--- config.mk ---
export PLATFORM = sky130hd
export DESIGN_NAME = longest_prefix_match_router_unit
export DESIGN_NICKNAME = d
export VERILOG_FILES = /design/src/rtl/lpmr_pkg.sv /design/src/rtl/longest_prefix_match_router_unit.sv
export SDC_FILE = /design/constraint.sdc
export NUM_CORES = 1
export LEC_CHECK = 0
export BUFFER_PORTS_ARGS = -buffer_cell sky130_fd_sc_hd__buf_2
export CAP_MARGIN = 20
export CORE_MARGIN = 3
export CORE_UTILIZATION = 55
export CTS_CLUSTER_SIZE = 12
export DETAILED_ROUTE_END_ITERATION = 10
export GPL_TIMING_DRIVEN = 0
export PLACE_DENSITY = 0.75
export SLEW_MARGIN = 20
export SYNTH_ARGS = -nofsm -noshare
export SYNTH_HDL_FRONTEND = slang
export SYNTH_SLANG_ARGS = --single-unit
--- constraint.sdc ---
create_clock -name clk -period 6.9 [get_ports clk]
set_input_delay 1.38 -clock clk [delete_from_list [all_inputs] [get_ports clk]]
set_output_delay 1.38 -clock clk [all_outputs]
set_load 0.02 [all_outputs]
--- src/rtl/lpmr_pkg.sv ---
`timescale 1ns / 1ps
// ----------------------------------------------------------------------------
// lpmr_pkg: shared definitions of the longest prefix match router
// Table sizes, result status codes, action codes, sequencer states and the prefix mask.
// ----------------------------------------------------------------------------
package lpmr_pkg;

	localparam int TABLE_DEPTH = 16;
	localparam int IFACE_COUNT = 8;
	localparam int IDX_W       = $clog2(TABLE_DEPTH);
	localparam int CNT_W       = $clog2(TABLE_DEPTH + 1);

	typedef logic [1:0] status_t;
	localparam status_t STATUS_ADDED   = 2'd0;
	localparam status_t STATUS_FULL    = 2'd1;
	localparam status_t STATUS_FORWARD = 2'd2;
	localparam status_t STATUS_DROP    = 2'd3;

	localparam logic ACT_ADD   = 1'b0;
	localparam logic ACT_ROUTE = 1'b1;

	typedef enum logic [1:0] {
		S_IDLE,
		S_SCAN,
		S_FINISH
	} state_t;

	// Mask of the leading len bits; lengths above 32 select every bit
	function automatic logic [31:0] len_mask(input logic [5:0] len);
		logic [31:0] m;
		if (len == 6'd0) begin
			m = '0;
		end else if (len >= 6'd32) begin
			m = '1;
		end else begin
			m = 32'hFFFF_FFFF << (6'd32 - len);
		end
		return m;
	endfunction

endpackage

--- src/rtl/longest_prefix_match_router_unit.sv ---
`timescale 1ns / 1ps
// ----------------------------------------------------------------------------
// longest_prefix_match_router_unit: IPv4 longest prefix match route table
// Stores up to TABLE_DEPTH routes and looks up destinations one entry a cycle.
// ----------------------------------------------------------------------------
// Usage:
//   Input channel (in_valid / in_stall) takes one item at a time. action 0
//   appends a route; action 1 looks up dest_addr and decrements ttl_in.
//   Output channel (out_valid / out_stall) gives one result per item:
//   status, out_iface, hop_addr, ttl_out.
// Timing:
//   An add item passes from acceptance through the finishing state into the
//   registered result. A route item first walks the n stored routes one entry
//   a cycle through a single registered read port and one shared
//   mask-and-compare unit, then passes through the finishing state. The next
//   item is taken once the sequencer is back in idle after the result is
//   loaded; the block takes no new item while one is still in work.
// Reset:
//   arst_n clears the route count, the sequencer and the output valid. The
//   route store itself is not cleared; only entries below the count are read.
// Back-pressure:
//   While out_stall is high the result holds. A new item may already be
//   accepted and worked on; its result waits in the finishing state until
//   the output register is free.
// ----------------------------------------------------------------------------
module longest_prefix_match_router_unit
	import lpmr_pkg::*;
(
	input  logic        clk,
	input  logic        arst_n,
	input  logic        in_valid,
	output logic        in_stall,
	input  logic        action,
	input  logic [31:0] route_prefix_in,
	input  logic [5:0]  prefix_len_in,
	input  logic        has_next_hop,
	input  logic [31:0] next_hop_in,
	input  logic [2:0]  iface_in,
	input  logic [31:0] dest_addr,
	input  logic [7:0]  ttl_in,
	output logic        out_valid,
	input  logic        out_stall,
	output logic [1:0]  status,
	output logic [2:0]  out_iface,
	output logic [31:0] hop_addr,
	output logic [7:0]  ttl_out
);

	// Route store
	logic [31:0] pfx_mem [TABLE_DEPTH];
	logic [5:0]  len_mem [TABLE_DEPTH];
	logic [31:0] gw_mem  [TABLE_DEPTH];
	logic        dir_mem [TABLE_DEPTH];
	logic [2:0]  ifc_mem [TABLE_DEPTH];

	state_t     state_q, state_d;
	logic [CNT_W-1:0] count_q;
	logic [CNT_W-1:0] idx_q;

	logic        act_q;
	logic        full_q;
	logic [31:0] dst_q;
	logic [7:0]  ttl_q;

	logic        rd_vld_q;
	logic [31:0] rd_pfx_q;
	logic [5:0]  rd_len_q;
	logic [31:0] rd_gw_q;
	logic        rd_dir_q;
	logic [2:0]  rd_ifc_q;

	logic        found_q;
	logic [5:0]  best_len_q;
	logic [31:0] best_gw_q;
	logic        best_dir_q;
	logic [2:0]  best_ifc_q;

	logic        out_valid_q;
	status_t     status_q;
	logic [2:0]  out_iface_q;
	logic [31:0] hop_addr_q;
	logic [7:0]  ttl_out_q;

	logic        in_acc;
	logic        out_free;
	logic        scan_end;
	logic        rd_en;
	logic        load_out;
	logic        add_ok;
	logic        hit;
	logic        better;
	logic        fwd;
	logic [5:0]  len_sat;
	status_t     res_status;

	assign in_acc   = in_valid && !in_stall;
	assign out_free = !out_valid_q || !out_stall;
	assign scan_end = (idx_q == count_q);
	assign add_ok   = (count_q < CNT_W'(TABLE_DEPTH));
	assign len_sat  = (prefix_len_in > 6'd32) ? 6'd32 : prefix_len_in;

	// Next state
	always_comb begin
		state_d = state_q;
		case (state_q)
			S_IDLE: begin
				if (in_acc) begin
					state_d = (action == ACT_ROUTE) ? S_SCAN : S_FINISH;
				end
			end
			S_SCAN: begin
				if (scan_end) begin
					state_d = S_FINISH;
				end
			end
			S_FINISH: begin
				if (out_free) begin
					state_d = S_IDLE;
				end
			end
			default: state_d = S_IDLE;
		endcase
	end

	// Sequencer outputs
	always_comb begin
		in_stall = 1'b1;
		rd_en    = 1'b0;
		load_out = 1'b0;
		case (state_q)
			S_IDLE:   in_stall = 1'b0;
			S_SCAN:   rd_en    = !scan_end;
			S_FINISH: load_out = out_free;
			default:  in_stall = 1'b1;
		endcase
	end

	// Sequencer and counters
	always_ff @(posedge clk or negedge arst_n) begin
		if (!arst_n) begin
			state_q  <= S_IDLE;
			count_q  <= '0;
			idx_q    <= '0;
			rd_vld_q <= 1'b0;
			found_q  <= 1'b0;
		end else begin
			state_q  <= state_d;
			rd_vld_q <= rd_en;
			if (in_acc) begin
				idx_q   <= '0;
				found_q <= 1'b0;
				if (action == ACT_ADD && add_ok) begin
					count_q <= count_q + CNT_W'(1);
				end
			end else begin
				if (rd_en) begin
					idx_q <= idx_q + CNT_W'(1);
				end
				if (better) begin
					found_q <= 1'b1;
				end
			end
		end
	end

	// Write an added route
	always_ff @(posedge clk) begin
		if (in_acc && action == ACT_ADD && add_ok) begin
			pfx_mem[count_q[IDX_W-1:0]] <= route_prefix_in;
			len_mem[count_q[IDX_W-1:0]] <= len_sat;
			gw_mem[count_q[IDX_W-1:0]]  <= next_hop_in;
			dir_mem[count_q[IDX_W-1:0]] <= !has_next_hop;
			ifc_mem[count_q[IDX_W-1:0]] <= iface_in;
		end
	end

	// Read one entry a cycle
	always_ff @(posedge clk) begin
		if (rd_en) begin
			rd_pfx_q <= pfx_mem[idx_q[IDX_W-1:0]];
			rd_len_q <= len_mem[idx_q[IDX_W-1:0]];
			rd_gw_q  <= gw_mem[idx_q[IDX_W-1:0]];
			rd_dir_q <= dir_mem[idx_q[IDX_W-1:0]];
			rd_ifc_q <= ifc_mem[idx_q[IDX_W-1:0]];
		end
	end

	// Shared compare: match under mask, keep strictly longer prefixes only
	assign hit    = rd_vld_q && (((dst_q ^ rd_pfx_q) & len_mask(rd_len_q)) == 32'd0);
	assign better = hit && (!found_q || rd_len_q > best_len_q);

	// Hold the item and the best route so far
	always_ff @(posedge clk) begin
		if (in_acc) begin
			act_q  <= action;
			full_q <= !add_ok;
			dst_q  <= dest_addr;
			ttl_q  <= ttl_in;
		end
		if (better) begin
			best_len_q <= rd_len_q;
			best_gw_q  <= rd_gw_q;
			best_dir_q <= rd_dir_q;
			best_ifc_q <= rd_ifc_q;
		end
	end

	// Form the result
	assign fwd = found_q && (ttl_q > 8'd1) && (32'(best_ifc_q) < IFACE_COUNT);

	always_comb begin
		if (act_q == ACT_ADD) begin
			res_status = full_q ? STATUS_FULL : STATUS_ADDED;
		end else begin
			res_status = fwd ? STATUS_FORWARD : STATUS_DROP;
		end
	end

	// Output register
	always_ff @(posedge clk or negedge arst_n) begin
		if (!arst_n) begin
			out_valid_q <= 1'b0;
		end else if (load_out) begin
			out_valid_q <= 1'b1;
		end else if (!out_stall) begin
			out_valid_q <= 1'b0;
		end
	end

	always_ff @(posedge clk) begin
		if (load_out) begin
			status_q <= res_status;
			if (act_q == ACT_ROUTE && fwd) begin
				out_iface_q <= best_ifc_q;
				hop_addr_q  <= best_dir_q ? dst_q : best_gw_q;
				ttl_out_q   <= ttl_q - 8'd1;
			end else begin
				out_iface_q <= '0;
				hop_addr_q  <= '0;
				ttl_out_q   <= '0;
			end
		end
	end

	assign out_valid = out_valid_q;
	assign status    = status_q;
	assign out_iface = out_iface_q;
	assign hop_addr  = hop_addr_q;
	assign ttl_out   = ttl_out_q;

	// Checks
	a_count_range: assert property (@(posedge clk) disable iff (!arst_n)
		count_q <= CNT_W'(TABLE_DEPTH))
		else $error("route count beyond table depth");

	a_scan_bound: assert property (@(posedge clk) disable iff (!arst_n)
		(state_q == S_SCAN) |-> (idx_q <= count_q))
		else $error("scan index passed route count");

	a_route_scans: assert property (@(posedge clk) disable iff (!arst_n)
		(in_acc && action == ACT_ROUTE) |=> (state_q == S_SCAN && idx_q == '0))
		else $error("route item did not start a scan");

	a_add_count: assert property (@(posedge clk) disable iff (!arst_n)
		(in_acc && action == ACT_ADD && add_ok) |=> (count_q == $past(count_q) + CNT_W'(1)))
		else $error("added route not counted");

	a_load_src: assert property (@(posedge clk) disable iff (!arst_n)
		$rose(out_valid_q) |-> ($past(state_q) == S_FINISH))
		else $error("result loaded outside finishing state");

endmodule

; After elaboration in Yosys (flattened, before gate mapping)
; Memory sizes are Yosys's and may differ from the RTL's. A register that Yosys moved wholly into a read port is not among the register bits.
; Index checks and enable logic that the tools add are counted.
[word_totals]
reg_bits = 144
mem_bits_rw = 1184
output_inout_bits = 47
inputBits = 119
elab_cells = 89
mem_count = 5
[op_classes]
shifts = 1
add_sub_neg = 4
eq_ne = 7
reduce_logical = 23
n_lt_le_gt_ge = 5
bitwise_logic = 3
n_mux = 23
[memory_table]
columns = memory, words, word_bits, rd, rd_ports_with_merged_regs, wr, line
row1 = gw_mem, 16, 32, 1, 1, 1, longest_prefix_match_router_unit.sv:52  ; logic [31:0] gw_mem [TABLE_DEPTH];
row2 = pfx_mem, 16, 32, 1, 1, 1, longest_prefix_match_router_unit.sv:50  ; logic [31:0] pfx_mem [TABLE_DEPTH];
row3 = len_mem, 16, 6, 1, 1, 1, longest_prefix_match_router_unit.sv:51  ; logic [5:0] len_mem [TABLE_DEPTH];
row4 = ifc_mem, 16, 3, 1, 1, 1, longest_prefix_match_router_unit.sv:54  ; logic [2:0] ifc_mem [TABLE_DEPTH];
row5 = dir_mem, 16, 1, 1, 1, 1, longest_prefix_match_router_unit.sv:53  ; logic dir_mem [TABLE_DEPTH];
[op_table]
columns = cell, n
row1 = $mux W32, 3
row2 = $and A32 B32 Y32, 1
row3 = $logic_not A32 Y1, 1
row4 = $shl A32 B6 Y32 const A, 1
row5 = $xor A32 B32 Y32, 1
row6 = $mux W1, 11
row7 = $add A5 B1 Y5 const B, 2
row8 = $mux W2, 5
row9 = $mux W5, 2
row10 = $gt A8 B1 Y1 const B, 1
row11 = $logic_and A1 B1 Y1, 8
row12 = $sub A8 B1 Y8 const B, 1
row13 = $ge A6 B6 Y1 const B, 1
row14 = $gt A6 B6 Y1, 1
row15 = $gt A6 B6 Y1 const B, 1
row16 = $logic_not A1 Y1, 6
row17 = $logic_not A6 Y1, 1
row18 = $mux W6, 1
row19 = $ne A2 B2 Y1 const B, 3
row20 = $pmux W2 S3, 1
row21 = $sub A6 B6 Y6 const A, 1
row22 = $eq A5 B5 Y1, 1
row23 = $lt A5 B5 Y1 const B, 1
row24 = $reduce_bool A2 Y1, 2
row25 = 8 further kinds, 9

; Longest topological paths before layout
; Gate-level depths: netlist of run 1.
[logic_depth]
word_depth = 10
ltp_mapped = 12
depth_no_buf = 10

; Worst setup path after synthesis of run 1
; Ideal clock, no wire load.
[synth_path]
kind = input to register
start = input in_valid
end = memory dir_mem[6] (enable)
path_stages = 4
required_ns = 6.303
slack_ns = -0.914
t_arrival_ns = 7.217
path_buffers = 0
setup_ns = 0.597
path_cell_list = inv_1 > nor4_2 > nand2_1 > nor3_1
[synth_via]
elab_chain_len = 5
[synth_rtl]
columns = element, line
row1 = start: declaration, longest_prefix_match_router_unit.sv:31  ; input logic in_valid,
row2 = $logic_and A1 B1 Y1, longest_prefix_match_router_unit.sv:96  ; assign in_acc = in_valid && !in_stall;
row3 = $logic_and A1 B1 Y1 (2 in a row), longest_prefix_match_router_unit.sv:168  ; if (in_acc && action == ACT_ADD && add_ok) begin
row4 = $mux W1, longest_prefix_match_router_unit.sv:168
row5 = $mux W1 (not written as such), longest_prefix_match_router_unit.sv:172  ; dir_mem[count_q[IDX_W-1:0]] <= !has_next_hop;
row6 = end: declaration, longest_prefix_match_router_unit.sv:53
; Every way passes these cells.

; Final worst setup path of run 1
[layout_path]
start = register rd_len_q[0], read port of len_mem
end = register best_gw_q[11] (enable)
[layout_via]
elab_chain_len = 8
elab_cells_between_ends = 12
classes_between = add/sub: 1 / order compare: 2 / shift: 1 / mux: 2 / bitwise: 1 / reduce/logical: 5
[layout_rtl]
columns = element, line
row1 = start: declaration, longest_prefix_match_router_unit.sv:67  ; logic [5:0] rd_len_q;
row2 = $sub A6 B6 Y6, lpmr_pkg.sv:36  ; m = 32'hFFFF_FFFF << (6'd32 - len);
row3 = $shl A32 B6 Y32, lpmr_pkg.sv:36
row4 = $mux W32, lpmr_pkg.sv:33  ; end else if (len >= 6'd32) begin
row5 = $mux W32, lpmr_pkg.sv:31  ; if (len == 6'd0) begin
row6 = $and A32 B32 Y32, longest_prefix_match_router_unit.sv:189  ; assign hit = rd_vld_q && (((dst_q ^ rd_pfx_q) & len_mask(rd_len_q)) == 32'd0);
row7 = $logic_not A32 Y1, longest_prefix_match_router_unit.sv:189
row8 = $logic_and A1 B1 Y1, longest_prefix_match_router_unit.sv:189
row9 = $logic_and A1 B1 Y1 (*), longest_prefix_match_router_unit.sv:190  ; assign better = hit && (!found_q || rd_len_q > best_len_q);
row10 = named net better, longest_prefix_match_router_unit.sv:91  ; logic better;
row11 = end signal: assignment, longest_prefix_match_router_unit.sv:202  ; best_gw_q <= rd_gw_q;
row12 = end: declaration, longest_prefix_match_router_unit.sv:74  ; logic [31:0] best_gw_q;
; Mark *: on every way through the listed nets, which the timed path passes. The rest lies on a longest branch.
; A chain may end at the register's enable or synchronous reset.

==> flow_summary_export.csv, run 1 <==
group,metric,value,unit
setup_path,endpoint_kind,"flop",
clocking,post_cts_buffers,0,
sta,finalSetupViolCount,0,
setup_path,critPathRequiredTime,7330,ps
sta,post-route-period-util,0.605,
placed_design,gp_congestion,0.883,
sta,worst-slew-pin-transition,1220,ps
detailed_routing,wire_per_inst,34.4,um
setup_path,rr_endpoint,"best_gw_q[11]",
sta,finalHoldViolations,0,
worst_hold_path,hold_end,"best_ifc_q[0]",
layout,final_nets,2768,
layout,fillerInstances,5954,
logic_synthesis,synth.distinct_cells,62,
sta,fmax,239,MHz
clocking,post_cts_resized,0,
detailed_routing,drt_iter0_markers,4096,
global_route,grt_max_degree,36,
floorplan,die_h,317,um
flow_run,max_cap_viol_count,0,
detailed_routing,first_pass_iters,7,
layout,mostFrequentLayoutCells,"edfxtp_1 (1,387), mux4_2 (370), buf_2 (182)",
clocking,hold_buffers,0,
layout,drive_gt1_frac,0.324,
floorplan,core_area,95300,um2
sta,drv_slew,0,
detailed_routing,dr_total_vias,26300,
floorplan,row_count,113,
worst_hold_path,hold_class,"flop to flop",
power_and_ir_drop,p_per_area,375,nW/um2
clocking,cts_made_buffers,143,
detailed_routing,viasPerCell,6.60,
layout,layout_commonest_cell,"edfxtp_1",
setup_path,r2r_slack,2720,ps
logic_synthesis,ys_seq_area_frac,0.791,
global_route,grt_usage,0.279,
global_route,overflow,0,
logic_synthesis,yosys_warnings,0,
floorplan,start_util,0.557,
setup_path,worstRegToRegCells,15,
logic_synthesis,syn_inst,2213,
clocking,cts_tree,"yes",
sta,fin_skew,32.2,ps
setup_path,cp-start-kind,"flop",
placed_design,dp_slack,2330,ps
detailed_routing,drc,0,
logic_synthesis,synth.avg_cell_area,24.0,um2
clocking,htreeDepth,4,
clocking,root_buffer,"clkbuf_16",
logic_synthesis,syn-cell-area,53100,um2
floorplan,die-area,100000,um2
placed_design,io_buffer_count,165,
logic_synthesis,ys_seq_elements,1402,
sta,max-slew-margin-rel,0.185,
floorplan,io_pins,166,
sta,fin_ws,2720,ps
worst_hold_path,hp-start,"rd_ifc_q[0]",
sta,rsz0062_at_grt,"false",
setup_path,crit_type,"flop to flop",
layout,post-route-util,0.644,
floorplan,die_w,317,um
layout,multi_input_area,10700,um2
logic_synthesis,ys.flop_type,"edfxtp_1",
clocking,clk_latency,730,ps
logic_synthesis,synth-edff-count,1387,
logic_synthesis,syn-num-nets,2349,
global_route,grt_pass1_vias,26800,
placed_design,hpwl,85.6,mm
power_and_ir_drop,p_leak,19.5,nW
sta,post-route-min-period,4180,ps
sta,tns,0,ps
power_and_ir_drop,peakVddDrop,0.225,mV
setup_path,arrival,4610,ps
run_status,status,"finished, final reports clean",
worst_hold_path,hold_depth,0,
detailed_routing,final_antenna_net_count,0,
layout,syn2layout_area_growth,15.6,%
clocking,clkSlewWorstSetupHoldPaths,60,ps
global_route,antenna_found_initial,18,
logic_synthesis,async_reset_ff_frac,0.0107,
global_route,grt_pass1_wl,194,mm
clocking,cts_num_sinks,1402,
setup_path,worstPathMaxFanout,10,
setup_path,worstReg2RegStart,"rd_len_q[0]",
clocking,clock_path_buffers,3,
layout,ff_latch_area,42000,um2
detailed_routing,totalWireLength,137,mm
==> power breakdown <==
group / switching, mW / internal [mW]
Combinational: 3.03 / 2.40
Sequential: 0.430 / 10.2
Clock: 3.01 / 3.95
Total: 6.47 / 16.6
==> layer usage <==
metal	share of wire	GRT usage	vias to the layer above
li1	-	-	10200
met1	0.37	0.394	13900
met2	0.47	0.429	1861
met3	0.12	0.0778	332
met4	0.035	0.0993	10
met5	0.00050	0	-
==> cell usage after synthesis, types with 2 or more instances <==
cell type | n | area, um2
mux4_2 | 370 | 8330
o2111ai_1 | 4 | 35.0
a21o_1 | 3 | 22.5
o21ai_0 | 7 | 35.0
nand2b_1 | 6 | 37.5
nand3b_1 | 2 | 15.0
nand2_1 | 17 | 63.8
nor2_1 | 65 | 244
edfxtp_1 | 1387 | 41600
dfrtp_1 | 15 | 375
nor4_1 | 3 | 18.8
nand4_1 | 8 | 50.1
mux2i_1 | 33 | 330
and2_1 | 8 | 50.1
or2_2 | 2 | 12.5
nand3_1 | 7 | 35.0
nor3_1 | 12 | 60.1
and4_1 | 2 | 17.5
ha_1 | 17 | 213
or3b_1 | 2 | 17.5
o21a_1 | 5 | 37.5
buf_1 | 15 | 56.3
a21oi_1 | 13 | 65.1
o31ai_1 | 3 | 22.5
buf_2 | 16 | 80.1
a31oi_1 | 4 | 25.0
xnor2_1 | 34 | 298
xor2_1 | 21 | 184
o22ai_1 | 2 | 12.5
nor2b_1 | 9 | 56.3
clkbuf_1 | 66 | 248
inv_1 | 25 | 93.8
==> state kept, by name, summed over array words and instances (netlist names), 8 cells and up <==
signal and count:
dst_q 32, best_gw_q 32, rd_gw_q 32, ifc_mem 48, gw_mem 512, rd_pfx_q 32
pfx_mem 512, dir_mem 16, ttl_q 8, len_mem 96, ttl_out 8, hop_addr 32
==> layout make-up <==
type / count / area share
Inverter: 25 / 0.00153
Buffer: 100 / 0.00699
Clock buffer: 193 / 0.0641
Tap cell: 1265 / 0.0258
Sequential cell: 1402 / 0.684
Clock inverter: 31 / 0.00281
Antenna cell: 12 / 0.000489
Timing Repair Buffer: 274 / 0.0400
Multi-Input combinational cell: 686 / 0.174
==> kinds of logic after synthesis <==
family | synth area share
flops | 0.791
mux | 0.163
simple gates | 0.0141
buf+inv | 0.00945
compound gates | 0.00825
xor+xnor | 0.00938
fa+ha+maj | 0.00401
==> worst max-delay path by stage <==
stage                     cells past startpoint              to         from  slack [ps]
after detailed placement                      9  gw_mem[12][25]     in_valid        2330
after CTS                                    15   best_gw_q[19]  rd_len_q[1]        2790
after global routing                         15   best_gw_q[19]  rd_len_q[0]        2500
after floorplan                               4      dir_mem[6]     in_valid        -910
after global placement                        5   gw_mem[7][25]     in_valid       -8230
final                                        15   best_gw_q[11]  rd_len_q[0]        2720
==> critical path, cell delays in order (launching register included) <==
cell       delay [ps]
edfxtp_1          570
inv_1             200
ha_1              190
buf_4             170
or3b_1            350
clkbuf_2          170
xnor2_1           190
nor3_1            290
a2bb2oi_1         200
nand4_1            90
o31ai_1           390
nand2_1           160
a211oi_4          270
buf_6             220
buf_6             200
buf_8             180
==> stage by stage <==
step / cells / hold WS, ps / instance area (um2) / power (mW)
after floorplan: 2213 / 400 / 53100 / 14.1
after global placement: 3643 / 405 / 55500 / 15.9
after detailed placement: 3751 / 407 / 57200 / 16.1
after CTS: 3975 / 421 / 61300 / 23.1
after global routing: 3979 / 436 / 61400 / 23.7
final: 3988 / 420 / 61400 / 23.1
Power figures use the tool's default switching activity.
==> run 2, diff against run 1 <==
clock period = 3.6 ns   (was 6.9 ns; I/O delays follow)
==> flow_summary_export.csv, run 2 (same netlist as run 1, synthesis figures left out) <==
group,metric,value,unit
floorplan,die_w,317,um
sta,post-route-period-util,0.995,
sta,finalHoldViolations,0,
power_and_ir_drop,p_per_area,716,nW/um2
setup_path,worstPathMaxFanout,10,
sta,post-route-min-period,3580,ps
sta,worst-slew-pin-transition,1100,ps
global_route,grt_pass1_wl,194,mm
power_and_ir_drop,p_leak,19.5,nW
clocking,htreeDepth,4,
floorplan,core_area,95300,um2
sta,fin_ws,19.2,ps
placed_design,hpwl,84.6,mm
detailed_routing,wl_met1,49.4,mm
detailed_routing,first_pass_iters,6,
layout,drive_gt1_frac,0.327,
placed_design,dp_slack,-610,ps
global_route,grt_pass1_vias,26600,
global_route,overflow,0,
setup_path,crit_path_max_incr_delay,720,ps
detailed_routing,top_layer,"met5",
clocking,clk_latency,750,ps
power_and_ir_drop,peakVddDrop,0.486,mV
power_and_ir_drop,seqPwrFrac,0.462,
detailed_routing,viasPerCell,6.60,
global_route,antenna_found_initial,21,
setup_path,arrival,4060,ps
floorplan,io_pins,166,
setup_path,critPathMostFrequentCell,"mux4_2",
detailed_routing,drc,0,
worst_hold_path,hold_class,"input port to flop",
clocking,cts_tree,"yes",
detailed_routing,dr_total_vias,26100,
placed_design,place_inst,3725,
detailed_routing,drt_iter0_markers,3976,
setup_path,critPathRequiredTime,4080,ps
power_and_ir_drop,pwr-share-clk,0.297,
placed_design,gp_congestion,0.893,
power_and_ir_drop,p_switching,12.6,mW
detailed_routing,final_antenna_net_count,0,
clocking,cts_num_sinks,1402,
setup_path,cp-start-kind,"flop",
layout,syn2layout_area_growth,16.1,%
global_route,grt_max_degree,36,
layout,layout_commonest_cell,"edfxtp_1",
detailed_routing,wl_met2,65.1,mm
clocking,cts_made_buffers,140,
sta,max-slew-margin-rel,0.269,
clocking,root_buffer,"clkbuf_16",
layout,fin_cells,3958,
power_and_ir_drop,swShare,0.286,
setup_path,slowest_stage,"clkdlybuf4s15_1",
setup_path,worstRegToRegCells,6,
setup_path,endpoint_kind,"flop",
floorplan,die_h,317,um
floorplan,start_util,0.557,
clocking,clkSlewWorstSetupHoldPaths,60,ps
sta,fin_skew,20.9,ps
detailed_routing,wire_per_inst,34.6,um
clocking,clock_path_buffers,3,
sta,fmax,279,MHz
floorplan,die-area,100000,um2
power_and_ir_drop,pwr-share-comb,0.240,
worst_hold_path,hold_depth,1,
detailed_routing,totalWireLength,137,mm
sta,drv_slew,0,
layout,mostFrequentLayoutCells,"edfxtp_1 (1,387), mux4_2 (370), buf_2 (180)",
floorplan,row_count,113,
sta,finalSetupViolCount,0,
setup_path,path_cells,"clkbuf_2 > clkbuf_1 > buf_8 > clkdlybuf4s15_1 > mux4_2 > mux4_2",
detailed_routing,wl_met3,17.7,mm
flow_run,max_cap_viol_count,0,
setup_path,crit_type,"flop to flop",
placed_design,placed_area,57300,um2
placed_design,io_buffer_count,165,
layout,post-route-cell-area,61600,um2
global_route,grt_usage,0.280,
layout,final_nets,2751,
run_status,status,"finished, final reports clean",
setup_path,r2r_slack,20,ps
power_and_ir_drop,p_int,31.5,mW
==> run 2: changes by cell type in the layout (fill, tap and decap cells not counted), moves of 4 or more <==
cell,change
buf_8,+31
nor3_4,+5
clkinv_2,-6
clkbuf_16,-8
clkinv_16,+4
clkdlybuf4s15_1,+4
clkbuf_1,-17
buf_4,-31
buf_6,-15
inv_16,+4
clkbuf_2,+4
==> run 2: through the flow <==
step / power [mW] / hold WS (ps) / TNS, ps / utilization
5_1_grt: 45.4 / 117 / -19.9 / 0.647
2_1_floorplan: 27.2 / 400 / -83340 / -
3_3_place_gp: 30.5 / 404 / -3116550 / 0.584
4_1_cts: 44.2 / 102 / 0 / 0.645
3_5_place_dp: 31.0 / 406 / -52320 / 0.602
6_report: 44.1 / 141 / 0 / 0.647
==> run 2: final timing paths <==
| path | endpoint | from |
|---|---|---|
| hold reg to reg | best_gw_q[12] | rd_gw_q[12] |
| setup reg to reg | rd_pfx_q[10] | idx_q[1] |
| min in group asynchronous | state_q[0] | arst_n |
| setup / recovery | rd_pfx_q[10] | idx_q[1] |
| hold / removal | ttl_q[6] | ttl_in[6] |
| max in group asynchronous | count_q[2] | arst_n |
==> run 2: timing repair <==
action	4_1_cts	5_1_grt
setup endpoints to repair	116	64
setup buffers	5	8
resized for setup	8	20
hold buffers	1	0
endpoints found under the hold margin	15	0
gates cloned	0	1
pin swaps	1	6
==> run 2: power groups by stage <==
stage | logic, mW | registers [mW] | clock network, mW
5_1_grt | 11.2 | 20.4 | 13.9
6_report | 10.6 | 20.4 | 13.1
3_5_place_dp | 10.4 | 20.7 | 0
4_1_cts | 10.6 | 20.4 | 13.2
3_3_place_gp | 9.69 | 20.8 | 0
2_1_floorplan | 6.68 | 20.5 | 0
==> run 2: critical path: cells and delay by family (launching register included) <==
kind                   cells  cell delay, ps
buffers and inverters      4            1950
DFF                        1             380
muxes                      2             950
==> run 2: final cells by class <==
type,count,area (um2)
sequential,1402,42000
fill,5962,33700
buffer,98,483
tap,1265,1580
clock inverter,36,367
timing repair buffer,262,2590
multi-input combinational,686,10800
inverter,25,106
clock buffer,172,3630
antenna,12,30.0
==> run 2: layer usage <==
layer  up-vias  GRT usage
li1      10200          -
met1     13700      0.388
met2      1920      0.428
met3       284     0.0882
met4        10      0.104
met5         -          0
